--- src/ofr_pkg.sv ---
package ofr_pkg;

    // Geometry of the ring
    localparam int DEPTH       = 32;
    localparam int AXIS_BITS   = 16;
    localparam int MAX_RESULTS = 32;

    // Fixed widths of the channel fields
    localparam int SAMPLE_W = 16;
    localparam int FUNC_W   = 3;
    localparam int STEPS_W  = 6;
    localparam int IDX_W    = 5;
    localparam int LEN_W    = 6;
    localparam int FILL_W   = 6;
    localparam int TOTAL_W  = 32;

    // Derived widths
    localparam int PTR_W      = $clog2(DEPTH);
    localparam int CNT_W      = $clog2(DEPTH + 1);
    localparam int ENTRY_W    = 3 * AXIS_BITS;
    localparam int WRAP_W     = CNT_W + 1;
    localparam int PEEK_SUM_W = ((PTR_W > IDX_W) ? PTR_W : IDX_W) + 1;
    localparam int REW_W      = (CNT_W > STEPS_W) ? CNT_W : STEPS_W;

    typedef logic [PTR_W-1:0]          ptr_t;
    typedef logic [CNT_W-1:0]          cnt_t;
    typedef logic [AXIS_BITS-1:0]      axis_t;
    typedef logic signed [AXIS_BITS-1:0] axis_s_t;
    typedef logic [ENTRY_W-1:0]        entry_t;
    typedef logic signed [SAMPLE_W-1:0] sample_t;

    typedef enum logic [FUNC_W-1:0] {
        FN_PUSH        = 3'd0,
        FN_POP         = 3'd1,
        FN_DRAIN       = 3'd2,
        FN_PEEK        = 3'd3,
        FN_REWIND      = 3'd4,
        FN_FLUSH       = 3'd5,
        FN_CLR_OVF     = 3'd6,
        FN_RESET_TOTAL = 3'd7
    } func_t;

    typedef enum logic [1:0] {
        ST_IDLE,
        ST_READ,
        ST_DRAIN
    } state_t;

    // One result item as it travels from the sequencer to the output stage
    typedef struct packed {
        logic                 ok;
        sample_t              out_x;
        sample_t              out_y;
        sample_t              out_z;
        logic [STEPS_W-1:0]   rewound;
        logic [FILL_W-1:0]    fill_count;
        logic                 is_full;
        logic                 overflowed;
        logic [TOTAL_W-1:0]   total_pushed;
        logic                 last;
    } res_t;

    // Keep AXIS_BITS of a sample axis, zero-extending a wider store
    function automatic axis_t to_axis(input logic [SAMPLE_W-1:0] v);
        return AXIS_BITS'(v);
    endfunction

    // Sign-extend (or cut) a stored axis to the output width
    function automatic sample_t from_axis(input axis_t a);
        axis_s_t s;
        s = a;
        return SAMPLE_W'(s);
    endfunction

    // Advance a ring pointer with wrap at DEPTH
    function automatic ptr_t ptr_inc(input ptr_t p);
        return (p == PTR_W'(DEPTH - 1)) ? '0 : PTR_W'(p + 1'b1);
    endfunction

endpackage

--- src/ofr_ram.sv ---
module ofr_ram #(
    parameter int WIDTH = 48,
    parameter int DEPTH = 32
) (
    input  logic                     clk,
    input  logic                     wr_en,
    input  logic [$clog2(DEPTH)-1:0] wr_addr,
    input  logic [WIDTH-1:0]         wr_data,
    input  logic [$clog2(DEPTH)-1:0] rd_addr,
    output logic [WIDTH-1:0]         rd_data
);

    logic [WIDTH-1:0] mem [DEPTH];
    logic [WIDTH-1:0] rd_data_reg;

    // Single write port, registered read port
    always_ff @(posedge clk) begin
        if (wr_en) begin
            mem[wr_addr] <= wr_data;
        end
        rd_data_reg <= mem[rd_addr];
    end

    assign rd_data = rd_data_reg;

endmodule

--- src/ofr_ctrl.sv ---
module ofr_ctrl (
    input  logic                                aclk,
    input  logic                                aresetn,
    input  logic                                s_valid,
    output logic                                s_ready,
    input  logic [ofr_pkg::FUNC_W-1:0]          s_func,
    input  logic signed [ofr_pkg::SAMPLE_W-1:0] s_sample_x,
    input  logic signed [ofr_pkg::SAMPLE_W-1:0] s_sample_y,
    input  logic signed [ofr_pkg::SAMPLE_W-1:0] s_sample_z,
    input  logic [ofr_pkg::STEPS_W-1:0]         s_rewind_steps,
    input  logic [ofr_pkg::IDX_W-1:0]           s_peek_index,
    input  logic [ofr_pkg::LEN_W-1:0]           s_max_len,
    output logic                                res_valid,
    input  logic                                res_take,
    output ofr_pkg::res_t                       res,
    output logic                                ram_we,
    output ofr_pkg::ptr_t                       ram_waddr,
    output ofr_pkg::entry_t                     ram_wdata,
    output ofr_pkg::ptr_t                       ram_raddr,
    input  ofr_pkg::entry_t                     ram_rdata
);

    import ofr_pkg::*;

    state_t              state_reg, state_next;
    ptr_t                wr_ptr_reg, wr_ptr_next;
    ptr_t                rd_ptr_reg, rd_ptr_next;
    cnt_t                held_reg, held_next;
    logic                ovf_reg, ovf_next;
    logic [TOTAL_W-1:0]  total_reg, total_next;
    logic [LEN_W-1:0]    drain_left_reg, drain_left_next;
    logic                last_reg, last_next;
    logic                res_valid_reg, res_valid_next;
    res_t                res_reg, res_next;

    logic                res_free;
    logic                load_res;
    logic                use_data;
    logic                r_ok;
    logic                r_last;
    logic [STEPS_W-1:0]  r_rew;
    func_t               func;
    logic [LEN_W-1:0]    drain_lim;
    logic [PEEK_SUM_W-1:0] peek_sum;
    ptr_t                peek_addr;
    cnt_t                valid_cnt;
    cnt_t                rew_max;
    logic [REW_W-1:0]    rew_act_w;
    cnt_t                rew_act;
    logic [WRAP_W-1:0]   back_sum;
    ptr_t                rew_ptr;

    assign func     = func_t'(s_func);
    assign res_free = !res_valid_reg || res_take;

    // Address helpers for peek, rewind and drain
    always_comb begin
        drain_lim = (s_max_len > LEN_W'(MAX_RESULTS)) ? LEN_W'(MAX_RESULTS) : s_max_len;

        peek_sum  = PEEK_SUM_W'(rd_ptr_reg) + PEEK_SUM_W'(s_peek_index);
        peek_addr = (peek_sum >= PEEK_SUM_W'(DEPTH)) ?
                    PTR_W'(peek_sum - PEEK_SUM_W'(DEPTH)) : PTR_W'(peek_sum);

        valid_cnt = (total_reg < TOTAL_W'(DEPTH)) ? CNT_W'(total_reg) : CNT_W'(DEPTH);
        rew_max   = (valid_cnt > held_reg) ? CNT_W'(valid_cnt - held_reg) : '0;
        rew_act_w = (REW_W'(s_rewind_steps) > REW_W'(rew_max)) ?
                    REW_W'(rew_max) : REW_W'(s_rewind_steps);
        rew_act   = CNT_W'(rew_act_w);
        back_sum  = WRAP_W'(rd_ptr_reg) + WRAP_W'(DEPTH) - WRAP_W'(rew_act);
        rew_ptr   = (back_sum >= WRAP_W'(DEPTH)) ?
                    PTR_W'(back_sum - WRAP_W'(DEPTH)) : PTR_W'(back_sum);
    end

    // Sequencer: next state, ring updates and memory accesses
    always_comb begin
        state_next      = state_reg;
        wr_ptr_next     = wr_ptr_reg;
        rd_ptr_next     = rd_ptr_reg;
        held_next       = held_reg;
        ovf_next        = ovf_reg;
        total_next      = total_reg;
        drain_left_next = drain_left_reg;
        last_next       = last_reg;
        s_ready         = 1'b0;
        ram_we          = 1'b0;
        ram_waddr       = wr_ptr_reg;
        ram_wdata       = {to_axis(s_sample_z), to_axis(s_sample_y), to_axis(s_sample_x)};
        ram_raddr       = rd_ptr_reg;
        load_res        = 1'b0;
        use_data        = 1'b0;
        r_ok            = 1'b0;
        r_last          = 1'b1;
        r_rew           = '0;

        case (state_reg)
            ST_IDLE: begin
                s_ready = res_free;
                if (s_valid && res_free) begin
                    case (func)
                        FN_PUSH: begin
                            ram_we      = 1'b1;
                            load_res    = 1'b1;
                            wr_ptr_next = ptr_inc(wr_ptr_reg);
                            if (total_reg != '1) begin
                                total_next = total_reg + 1'b1;
                            end
                            if (held_reg < CNT_W'(DEPTH)) begin
                                held_next = held_reg + 1'b1;
                                r_ok      = 1'b1;
                            end else begin
                                rd_ptr_next = ptr_inc(rd_ptr_reg);
                                ovf_next    = 1'b1;
                            end
                        end
                        FN_POP: begin
                            if (held_reg == '0) begin
                                load_res = 1'b1;
                            end else begin
                                rd_ptr_next = ptr_inc(rd_ptr_reg);
                                held_next   = held_reg - 1'b1;
                                last_next   = 1'b1;
                                state_next  = ST_READ;
                            end
                        end
                        FN_DRAIN: begin
                            if (held_reg == '0 || drain_lim == '0) begin
                                load_res = 1'b1;
                            end else begin
                                drain_left_next = drain_lim;
                                state_next      = ST_DRAIN;
                            end
                        end
                        FN_PEEK: begin
                            if (CNT_W'(s_peek_index) >= held_reg ||
                                    (IDX_W > CNT_W && 32'(s_peek_index) >= 32'(held_reg))) begin
                                load_res = 1'b1;
                            end else begin
                                ram_raddr  = peek_addr;
                                last_next  = 1'b1;
                                state_next = ST_READ;
                            end
                        end
                        FN_REWIND: begin
                            load_res    = 1'b1;
                            rd_ptr_next = rew_ptr;
                            held_next   = held_reg + rew_act;
                            r_rew       = STEPS_W'(rew_act);
                        end
                        FN_FLUSH: begin
                            load_res    = 1'b1;
                            wr_ptr_next = '0;
                            rd_ptr_next = '0;
                            held_next   = '0;
                            ovf_next    = 1'b0;
                        end
                        FN_CLR_OVF: begin
                            load_res = 1'b1;
                            ovf_next = 1'b0;
                        end
                        FN_RESET_TOTAL: begin
                            load_res   = 1'b1;
                            total_next = '0;
                        end
                        default: begin
                            load_res = 1'b1;
                        end
                    endcase
                end
            end
            ST_READ: begin
                // Memory data arrives; the result slot is free here
                load_res   = 1'b1;
                use_data   = 1'b1;
                r_ok       = 1'b1;
                r_last     = last_reg;
                state_next = last_reg ? ST_IDLE : ST_DRAIN;
            end
            ST_DRAIN: begin
                // Take the oldest entry once the result slot will be free
                if (res_free) begin
                    rd_ptr_next     = ptr_inc(rd_ptr_reg);
                    held_next       = held_reg - 1'b1;
                    drain_left_next = drain_left_reg - 1'b1;
                    last_next       = (held_reg == CNT_W'(1)) || (drain_left_reg == LEN_W'(1));
                    state_next      = ST_READ;
                end
            end
            default: begin
                state_next = ST_IDLE;
            end
        endcase
    end

    // Build the pending result from the post-operation state
    always_comb begin
        res_next.ok           = r_ok;
        res_next.out_x        = use_data ? from_axis(ram_rdata[AXIS_BITS-1:0]) : '0;
        res_next.out_y        = use_data ? from_axis(ram_rdata[2*AXIS_BITS-1:AXIS_BITS]) : '0;
        res_next.out_z        = use_data ? from_axis(ram_rdata[3*AXIS_BITS-1:2*AXIS_BITS]) : '0;
        res_next.rewound      = r_rew;
        res_next.fill_count   = FILL_W'(held_next);
        res_next.is_full      = (held_next == CNT_W'(DEPTH));
        res_next.overflowed   = ovf_next;
        res_next.total_pushed = total_next;
        res_next.last         = r_last;

        res_valid_next = load_res ? 1'b1 : (res_take ? 1'b0 : res_valid_reg);
    end

    // Hold control state
    always_ff @(posedge aclk) begin
        if (!aresetn) begin
            state_reg      <= ST_IDLE;
            wr_ptr_reg     <= '0;
            rd_ptr_reg     <= '0;
            held_reg       <= '0;
            ovf_reg        <= 1'b0;
            total_reg      <= '0;
            drain_left_reg <= '0;
            last_reg       <= 1'b0;
            res_valid_reg  <= 1'b0;
        end else begin
            state_reg      <= state_next;
            wr_ptr_reg     <= wr_ptr_next;
            rd_ptr_reg     <= rd_ptr_next;
            held_reg       <= held_next;
            ovf_reg        <= ovf_next;
            total_reg      <= total_next;
            drain_left_reg <= drain_left_next;
            last_reg       <= last_next;
            res_valid_reg  <= res_valid_next;
        end
    end

    // Result payload
    always_ff @(posedge aclk) begin
        if (load_res) begin
            res_reg <= res_next;
        end
    end

    assign res_valid = res_valid_reg;
    assign res       = res_reg;

    a_held_range: assert property (@(posedge aclk) disable iff (!aresetn)
        held_reg <= CNT_W'(DEPTH))
        else $error("fill count beyond depth");

    a_read_slot_free: assert property (@(posedge aclk) disable iff (!aresetn)
        state_reg == ST_READ |-> !res_valid_reg)
        else $error("read data returned with result slot occupied");

    a_drain_has_work: assert property (@(posedge aclk) disable iff (!aresetn)
        state_reg == ST_DRAIN |-> (held_reg != '0 && drain_left_reg != '0))
        else $error("drain running with nothing to take");

    a_write_on_accept: assert property (@(posedge aclk) disable iff (!aresetn)
        ram_we |-> (s_valid && s_ready && state_reg == ST_IDLE))
        else $error("store written outside an accepted push");

    a_pending_held: assert property (@(posedge aclk) disable iff (!aresetn)
        res_valid_reg && !res_take |=> res_valid_reg && $stable(res_reg))
        else $error("pending result lost before transfer");

endmodule

--- src/overwrite_ring_fifo_with_rewind.sv ---
// Ring FIFO of three-axis samples that overwrites its oldest entry when full.
// Input channel (s_valid/s_ready): one operation per transfer, chosen by
// s_func: push, pop, drain, peek, rewind, flush, clear overflow, reset total.
// Result channel (m_valid/m_ready): one result per operation, except drain,
// which gives one result per entry taken (up to s_max_len, at most 32) and
// marks the final one with m_last; an empty drain gives one result, ok low.
// A result passes through the sequencer's result stage and then the output
// register; pop and peek first read the sample memory, whose read port is
// registered. Push, rewind, flush and the flag operations complete in the
// idle state; pop and peek hold off input while the memory is read; drain
// holds it off for each entry taken, each a memory read followed by loading
// the result stage.
// Reset clears the pointers, fill count, overflow flag and push total, not the
// sample memory; the block does not ensure an entry is only read after it was written.
// When the receiver stalls, one result waits in the output register and one
// more in the sequencer's result stage; input is then held off.
module overwrite_ring_fifo_with_rewind (
    input  logic                                aclk,
    input  logic                                aresetn,
    input  logic                                s_valid,
    output logic                                s_ready,
    input  logic [ofr_pkg::FUNC_W-1:0]          s_func,
    input  logic signed [ofr_pkg::SAMPLE_W-1:0] s_sample_x,
    input  logic signed [ofr_pkg::SAMPLE_W-1:0] s_sample_y,
    input  logic signed [ofr_pkg::SAMPLE_W-1:0] s_sample_z,
    input  logic [ofr_pkg::STEPS_W-1:0]         s_rewind_steps,
    input  logic [ofr_pkg::IDX_W-1:0]           s_peek_index,
    input  logic [ofr_pkg::LEN_W-1:0]           s_max_len,
    output logic                                m_valid,
    input  logic                                m_ready,
    output logic                                m_ok,
    output logic signed [ofr_pkg::SAMPLE_W-1:0] m_out_x,
    output logic signed [ofr_pkg::SAMPLE_W-1:0] m_out_y,
    output logic signed [ofr_pkg::SAMPLE_W-1:0] m_out_z,
    output logic [ofr_pkg::STEPS_W-1:0]         m_rewound,
    output logic [ofr_pkg::FILL_W-1:0]          m_fill_count,
    output logic                                m_is_full,
    output logic                                m_overflowed,
    output logic [ofr_pkg::TOTAL_W-1:0]         m_total_pushed,
    output logic                                m_last
);

    import ofr_pkg::*;

    logic    res_valid;
    logic    res_take;
    res_t    res;
    logic    ram_we;
    ptr_t    ram_waddr;
    entry_t  ram_wdata;
    ptr_t    ram_raddr;
    entry_t  ram_rdata;

    logic    m_valid_reg, m_valid_next;
    res_t    m_res_reg;
    logic    out_free;

    ofr_ctrl u_ctrl (
        .aclk           (aclk),
        .aresetn        (aresetn),
        .s_valid        (s_valid),
        .s_ready        (s_ready),
        .s_func         (s_func),
        .s_sample_x     (s_sample_x),
        .s_sample_y     (s_sample_y),
        .s_sample_z     (s_sample_z),
        .s_rewind_steps (s_rewind_steps),
        .s_peek_index   (s_peek_index),
        .s_max_len      (s_max_len),
        .res_valid      (res_valid),
        .res_take       (res_take),
        .res            (res),
        .ram_we         (ram_we),
        .ram_waddr      (ram_waddr),
        .ram_wdata      (ram_wdata),
        .ram_raddr      (ram_raddr),
        .ram_rdata      (ram_rdata)
    );

    ofr_ram #(
        .WIDTH (ENTRY_W),
        .DEPTH (DEPTH)
    ) u_store (
        .clk     (aclk),
        .wr_en   (ram_we),
        .wr_addr (ram_waddr),
        .wr_data (ram_wdata),
        .rd_addr (ram_raddr),
        .rd_data (ram_rdata)
    );

    // Output register: take a result whenever the slot is empty or draining
    assign out_free     = !m_valid_reg || m_ready;
    assign res_take     = res_valid && out_free;
    assign m_valid_next = res_take ? 1'b1 : (m_ready ? 1'b0 : m_valid_reg);

    always_ff @(posedge aclk) begin
        if (!aresetn) begin
            m_valid_reg <= 1'b0;
        end else begin
            m_valid_reg <= m_valid_next;
        end
    end

    always_ff @(posedge aclk) begin
        if (res_take) begin
            m_res_reg <= res;
        end
    end

    assign m_valid        = m_valid_reg;
    assign m_ok           = m_res_reg.ok;
    assign m_out_x        = m_res_reg.out_x;
    assign m_out_y        = m_res_reg.out_y;
    assign m_out_z        = m_res_reg.out_z;
    assign m_rewound      = m_res_reg.rewound;
    assign m_fill_count   = m_res_reg.fill_count;
    assign m_is_full      = m_res_reg.is_full;
    assign m_overflowed   = m_res_reg.overflowed;
    assign m_total_pushed = m_res_reg.total_pushed;
    assign m_last         = m_res_reg.last;

endmodule
--- config.mk ---
export PLATFORM = sky130hd
export DESIGN_NAME = overwrite_ring_fifo_with_rewind
export DESIGN_NICKNAME = d
export VERILOG_FILES = /design/src/ofr_pkg.sv /design/src/ofr_ram.sv /design/src/ofr_ctrl.sv /design/src/overwrite_ring_fifo_with_rewind.sv
export SDC_FILE = /design/constraint.sdc
export NUM_CORES = 2
export LEC_CHECK = 0
export BUFFER_PORTS_ARGS = -buffer_cell sky130_fd_sc_hd__buf_2
export CORE_MARGIN = 2
export CORE_UTILIZATION = 40
export DETAILED_ROUTE_END_ITERATION = 8
export PLACE_DENSITY = 0.66
export SLEW_MARGIN = 0
export SYNTH_ARGS = -nofsm -noshare
export SYNTH_HDL_FRONTEND = slang
export SYNTH_HIERARCHICAL = 1
export SYNTH_SLANG_ARGS = --single-unit
--- constraint.sdc ---
create_clock -name aclk -period 15.1 [get_ports aclk]
set_input_delay 3.02 -clock aclk [delete_from_list [all_inputs] [get_ports aclk]]
set_output_delay 3.02 -clock aclk [all_outputs]
set_load 0.02 [all_outputs]
## After elaboration in Yosys (flattened, before gate mapping)

Memories as Yosys holds them, arrays and structs flattened. A register that Yosys moved wholly into a read port is not among the register bits.
Cells that the tools add are included.

- Flip-flop bits (word level): 252
- RAM bits: 1536
- Input port bits: 72
- Output and inout port bits: 98
- Word-level logic and storage cells: 175
- Memories: 1

Memory list:

| name | depth | bits a word | read ports | clocked after memory_dff | write ports | RTL line | RTL |
|---|---|---|---|---|---|---|---|
| u_store.mem | 32 | 48 | 1 | 1 | 1 | ofr_ram.sv:13 | `logic [WIDTH-1:0] mem [DEPTH];` |

- Add/sub/neg operators: 13
- $lt $le $gt $ge: 8
- Eq/ne operators: 26
- Muxes and demuxes: 73
- Reductions and logical operators: 24

Operators with widths:

| operator | number |
|---|---|
| $mux W32 | 3 |
| $mux W6 | 12 |
| $pmux W32 S2 | 1 |
| $mux W5 | 12 |
| $add A32 B1 Y32 const B | 1 |
| $lt A32 B6 Y1 const B | 1 |
| $ne A32 B32 Y1 const B | 1 |
| $mux W1 | 25 |
| $pmux W6 S2 | 2 |
| $pmux W6 S4 | 1 |
| $pmux W5 S2 | 2 |
| $pmux W5 S4 | 1 |
| $reduce_and A6 Y1 | 3 |
| $ne A3 B3 Y1 const B | 5 |
| $eq A3 B3 Y1 const B | 4 |
| $eq A6 B1 Y1 const B | 2 |
| $gt A6 B6 Y1 | 2 |
| $logic_not A6 Y1 | 2 |
| $mux W2 | 6 |
| $pmux W2 S3 | 2 |
| $sub A6 B1 Y6 const B | 2 |
| $add A5 B1 Y5 const B | 2 |
| $eq A5 B5 Y1 const B | 2 |
| $pmux W1 S2 | 5 |
| other kinds (32) | 45 |

## Depth between registers and ports, before layout

- Word-level depth: 12
- Mapped depth: 29
- Mapped depth without buffers: 28

## By module

The synthesis kept the hierarchy.

By module, submodules not included:

| module | instances | cells an instance | area an instance (um^2) | seq. area each (um^2) |
|---|---|---|---|---|
| ofr_ram | 1 | 3364 | 60724.5 | 47085.2 |
| ofr_ctrl | 1 | 892 | 8707.1 | 4063.9 |
| overwrite_ring_fifo_with_rewind | 1 | 100 | 2930.3 | 2902.8 |

## Worst setup path after synthesis

No wires, ideal clock.

- Path kind: in2reg
- Start: in m_ready
- End: reg u_ctrl.res_reg (netlist bit u_ctrl/res[0]) (enable)
- Library setup time: 0.695 ns
- Data arrival time: 15.370 ns
- Data required time: 14.405 ns
- Path slack: -0.965 ns
- Stages on the path: 7
- Buffers on the path: 1
- Cell sequence: nor2b_4 > nor2b_1 > nand2b_1 > and3_1 > clkbuf_1 > nand2_1 > o31ai_1

- Word-level cells in the longest chain between the ends: 6

Ends and longest elaborated chain:

| item | RTL line | RTL |
|---|---|---|
| start, declared | overwrite_ring_fifo_with_rewind.sv:30 | `input logic m_ready,` |
| $logic_or A1 B1 Y1 | overwrite_ring_fifo_with_rewind.sv:93 | `assign out_free = !m_valid_reg \|\| m_ready;` |
| $logic_and A1 B1 Y1 | overwrite_ring_fifo_with_rewind.sv:94 | `assign res_take = res_valid && out_free;` |
| $logic_or A1 B1 Y1 | ofr_ctrl.sv:54 | `assign res_free = !res_valid_reg \|\| res_take;` |
| $logic_and A1 B1 Y1 | ofr_ctrl.sv:98 | `if (s_valid && res_free) begin` |
| $mux W1 | ofr_ctrl.sv:98 |  |
| $pmux W1 S2 | ofr_ctrl.sv:95 | `case (state_reg)` |
| net u_ctrl.load_res | ofr_ctrl.sv:37 | `logic load_res;` |
| end signal, assigned | ofr_ctrl.sv:238 | `res_reg <= res_next;` |
| end, declared | ofr_ctrl.sv:34 | `res_t res_reg, res_next;` |

The timed path passes the listed nets, and every way through them passes these cells.
A chain may end at the register's enable or synchronous reset.

## Final worst setup path

- Start: in m_ready
- End: reg u_store.rd_data_reg[43] (netlist: u_store/rd_data[43]), read port of u_store.mem

- Word-level cells in the longest chain between the ends: 6

Ends and longest elaborated chain:

| item | RTL line | RTL |
|---|---|---|
| $logic_or A1 B1 Y1 | overwrite_ring_fifo_with_rewind.sv:93 |  |
| $logic_and A1 B1 Y1 | overwrite_ring_fifo_with_rewind.sv:94 |  |
| $logic_or A1 B1 Y1 | ofr_ctrl.sv:54 |  |
| $logic_and A1 B1 Y1 | ofr_ctrl.sv:98 |  |
| $mux W5 | ofr_ctrl.sv:98 |  |
| $mux W5 | ofr_ctrl.sv:95 |  |
| net ram_raddr[1] | overwrite_ring_fifo_with_rewind.sv:51 | `ptr_t ram_raddr;` |
| end, declared | ofr_ram.sv:14 | `logic [WIDTH-1:0] rd_data_reg;` |

The timed path passes the listed nets, and every way through them passes these cells.

==> impl_metrics.yaml <==
worst_setup_path:
  worst_setup_path_start_kind: "input pin"
  crit_fanout: 57
  cp.required_ns: 15.80
  cp.arrival_ns: 8.93
  crit_path_end_kind: "flip-flop"
  path_class: "in2reg"
global_route:
  grt_max_degree: 142
  grt_pass1_wl_mm: 263
  antenna_found_initial: 22
  grt_use_total_pct: 19.3
  grt_pass1_vias: 38300
  overflow: 0
status:
  status: "finished clean"
run:
  maxCapViolations: 0
pwr:
  switching_share_pct: 23.3
  p_int_w: 0.00853
  p_switching_w: 0.00260
  p_comb_share_pct: 9.3
  clock_power_share_pct: 38.5
  peakVddDrop_mv: 0.0847
  seqPwrFrac_pct: 52.2
  p_per_area_mw_per_mm2: 137
  p_leak_nw: 26.0
cts:
  htree_levels: 4
  cts_sinks: 1836
  cts_buffers: 175
  postCtsHoldBufs: 0
  clk_latency_ns: 0.82
  path_clk_slew_ns: 0.06
  cts_setup_buffers: 0
  cts_tree: "done"
  root_buffer: "clkbuf_16"
  ctsResizeCount: 0
  cts_buffer_depth: 3
synthesis:
  synth_top_cells_by_area: "edfxtp_1, mux2i_1, dfxtp_1"
  yosysTopAreaCellShare_pct: 71.7
  synth_edf_count: 1728
  synthesis.nets: 4473
  ys_seq_area_share_pct: 74.7
  syn_area_mm2: 0.0724
  synth_flop_cell: "edfxtp_1"
  synth_most_common_cell: "edfxtp_1"
  synth.avg_cell_area_um2: 16.6
  synth_seq_cells: 1836
  synth_cell_types: 74
  yosys-top-cells-count: "edfxtp_1, mux2i_1, nand2_1"
  yosysTopAreaCell: "edfxtp_1"
  synth-warning-count: 6
  synthArstFlopShare_pct: 0
  syn_inst: 4356
floorplan:
  die_width_um: 429
  die_area_mm2: 0.184
  die_h_um: 429
  coreArea_mm2: 0.180
  start_util_pct: 40.2
  rows: 156
  io_pins: 170
placed_design:
  gp_congestion: 0.822
  dp.cells: 6694
  dp_slack_ns: 6.12
  dpl.hpwl_mm: 92.8
  port_buffers: 169
drt:
  wl_met1_mm: 73.9
  wl_met2_mm: 91.2
  drt_iter0_drc: 4127
  top_layer: "met5"
  via_per_inst: 5.60
  met3_length_mm: 11.7
  post_drt_wl_per_cell_um: 26.0
  antenna_left: 0
  vias: 39300
  drt_wl_total_mm: 182
  drtPass1Iterations: 7
  drc_errors: 0
timing:
  post-route-period-util_pct: 54.5
  setup_ws_ns: 6.87
  finalSetupTns_ns: 0
  timing.fmax_mhz: 122
  hold_violations: 0
  slew_violations: 0
  fin_skew_ns: 0.0351
  slew_headroom_pct: 16.8
  worst_slew_pin_slew_ns: 1.23
  final-setup-viol-count: 0
  period_minus_slack_ns: 8.23
  rsz0062_at_grt: "no"
final_layout:
  largest_reg_flops: 1536
  area_growth_pct: 11.9
  fin_cells: 7021
  drive_gt1_share_pct: 12.0
  nets: 4618
worst_hold_path:
  hold_path.class: "reg2reg"
power by group through the flow:
stage	Sequential (W)	Combinational, W	Clock (W)
2_1_floorplan	0.00594	0.000726	0
3_3_place_gp	0.00592	0.00102	0
3_5_place_dp	0.00592	0.00103	0
4_1_cts	0.00581	0.00103	0.00437
5_1_grt	0.00581	0.00111	0.00456
6_report	0.00581	0.00103	0.00429
cell families (layout without fill, tap and decap cells):
family	after synthesis	after routing	synth area share [%]
AO/OA/AOI/OAI	607	607	5.64
flip-flops	1836	1836	74.7
AND/OR/NAND/NOR	739	739	5.01
multiplexers	777	777	10.8
adder cells (fa/ha/maj)	45	45	0.820
buffers and inverters	314	603	2.62
XOR/XNOR	38	38	0.460
other	0	6	0
critical path, stage by stage:
cell and delay (ns):
buf_2 0.10, nor2b_4 0.04, nor2b_4 0.10, buf_4 0.58
nand2b_1 0.29, nand3_1 0.10, buf_4 0.23, a2111o_1 0.48
o21ai_0 0.67, and2b_4 0.89, buf_4 0.86, buf_4 0.77
a22o_1 0.24, nor3_1 0.06, a31oi_1 0.26, nand3_1 0.10
final cells by class:
class | instances | area, um2
inverters | 40 | 150
clock inverters | 74 | 732
repair buffers | 242 | 1430
fillers | 15400 | 99200
clock buffers | 247 | 4860
diodes | 6 | 15.0
multi-input cells | 2206 | 16700
well taps | 2370 | 2970
flip-flops and latches | 1836 | 54100
per-layer routing:
layer / GRT usage [%] / vias to the layer above
met2: 33.1 / 1492
met4: 6.51 / 8
met1: 25.0 / 20200
li1: - / 17300
met3: 2.92 / 354
met5: 0 / -
cells in the final DEF (no fill, tap or decap), types with 70 or more instances in the layout:
cell,count
a21oi_1,188
a22o_1,98
a22oi_1,150
buf_2,169
buf_4,70
clkbuf_16,179
dfxtp_1,107
edfxtp_1,1728
mux2i_1,774
nand2_1,195
nand3_1,175
nor2_1,92
worst paths after layout:
path / from / end / slack, ns / depth (start not counted)
max: m_ready / u_store/rd_data[43]$_DFF_P_ / 6.87 / 16
min: u_ctrl/res[30]$_DFFE_PP_ / m_total_pushed[29]$_DFFE_PP_ / 0.41 / 0
max reg2reg: u_ctrl/total_reg[10]$_SDFF_PN0_ / u_ctrl/res[34]$_DFFE_PP_ / 8.01 / 25
min reg2reg: u_ctrl/res[30]$_DFFE_PP_ / m_total_pushed[29]$_DFFE_PP_ / 0.41 / 0
through the flow:
| stage | cell area, um2 | power [W] | hold slack (ns) | util (%) |
|---|---|---|---|---|
| CTS | 80900 | 0.0112 | 0.415 | 44.9 |
| global placement | 75300 | 0.00693 | 0.404 | 41.8 |
| detailed placement | 75300 | 0.00695 | 0.405 | 41.8 |
| global route | 80900 | 0.0115 | 0.424 | 44.9 |
| finish | 80900 | 0.0111 | 0.415 | 44.9 |
| floorplan | 72400 | 0.00667 | 0.400 | - |
(Power assumes the default switching activity.)
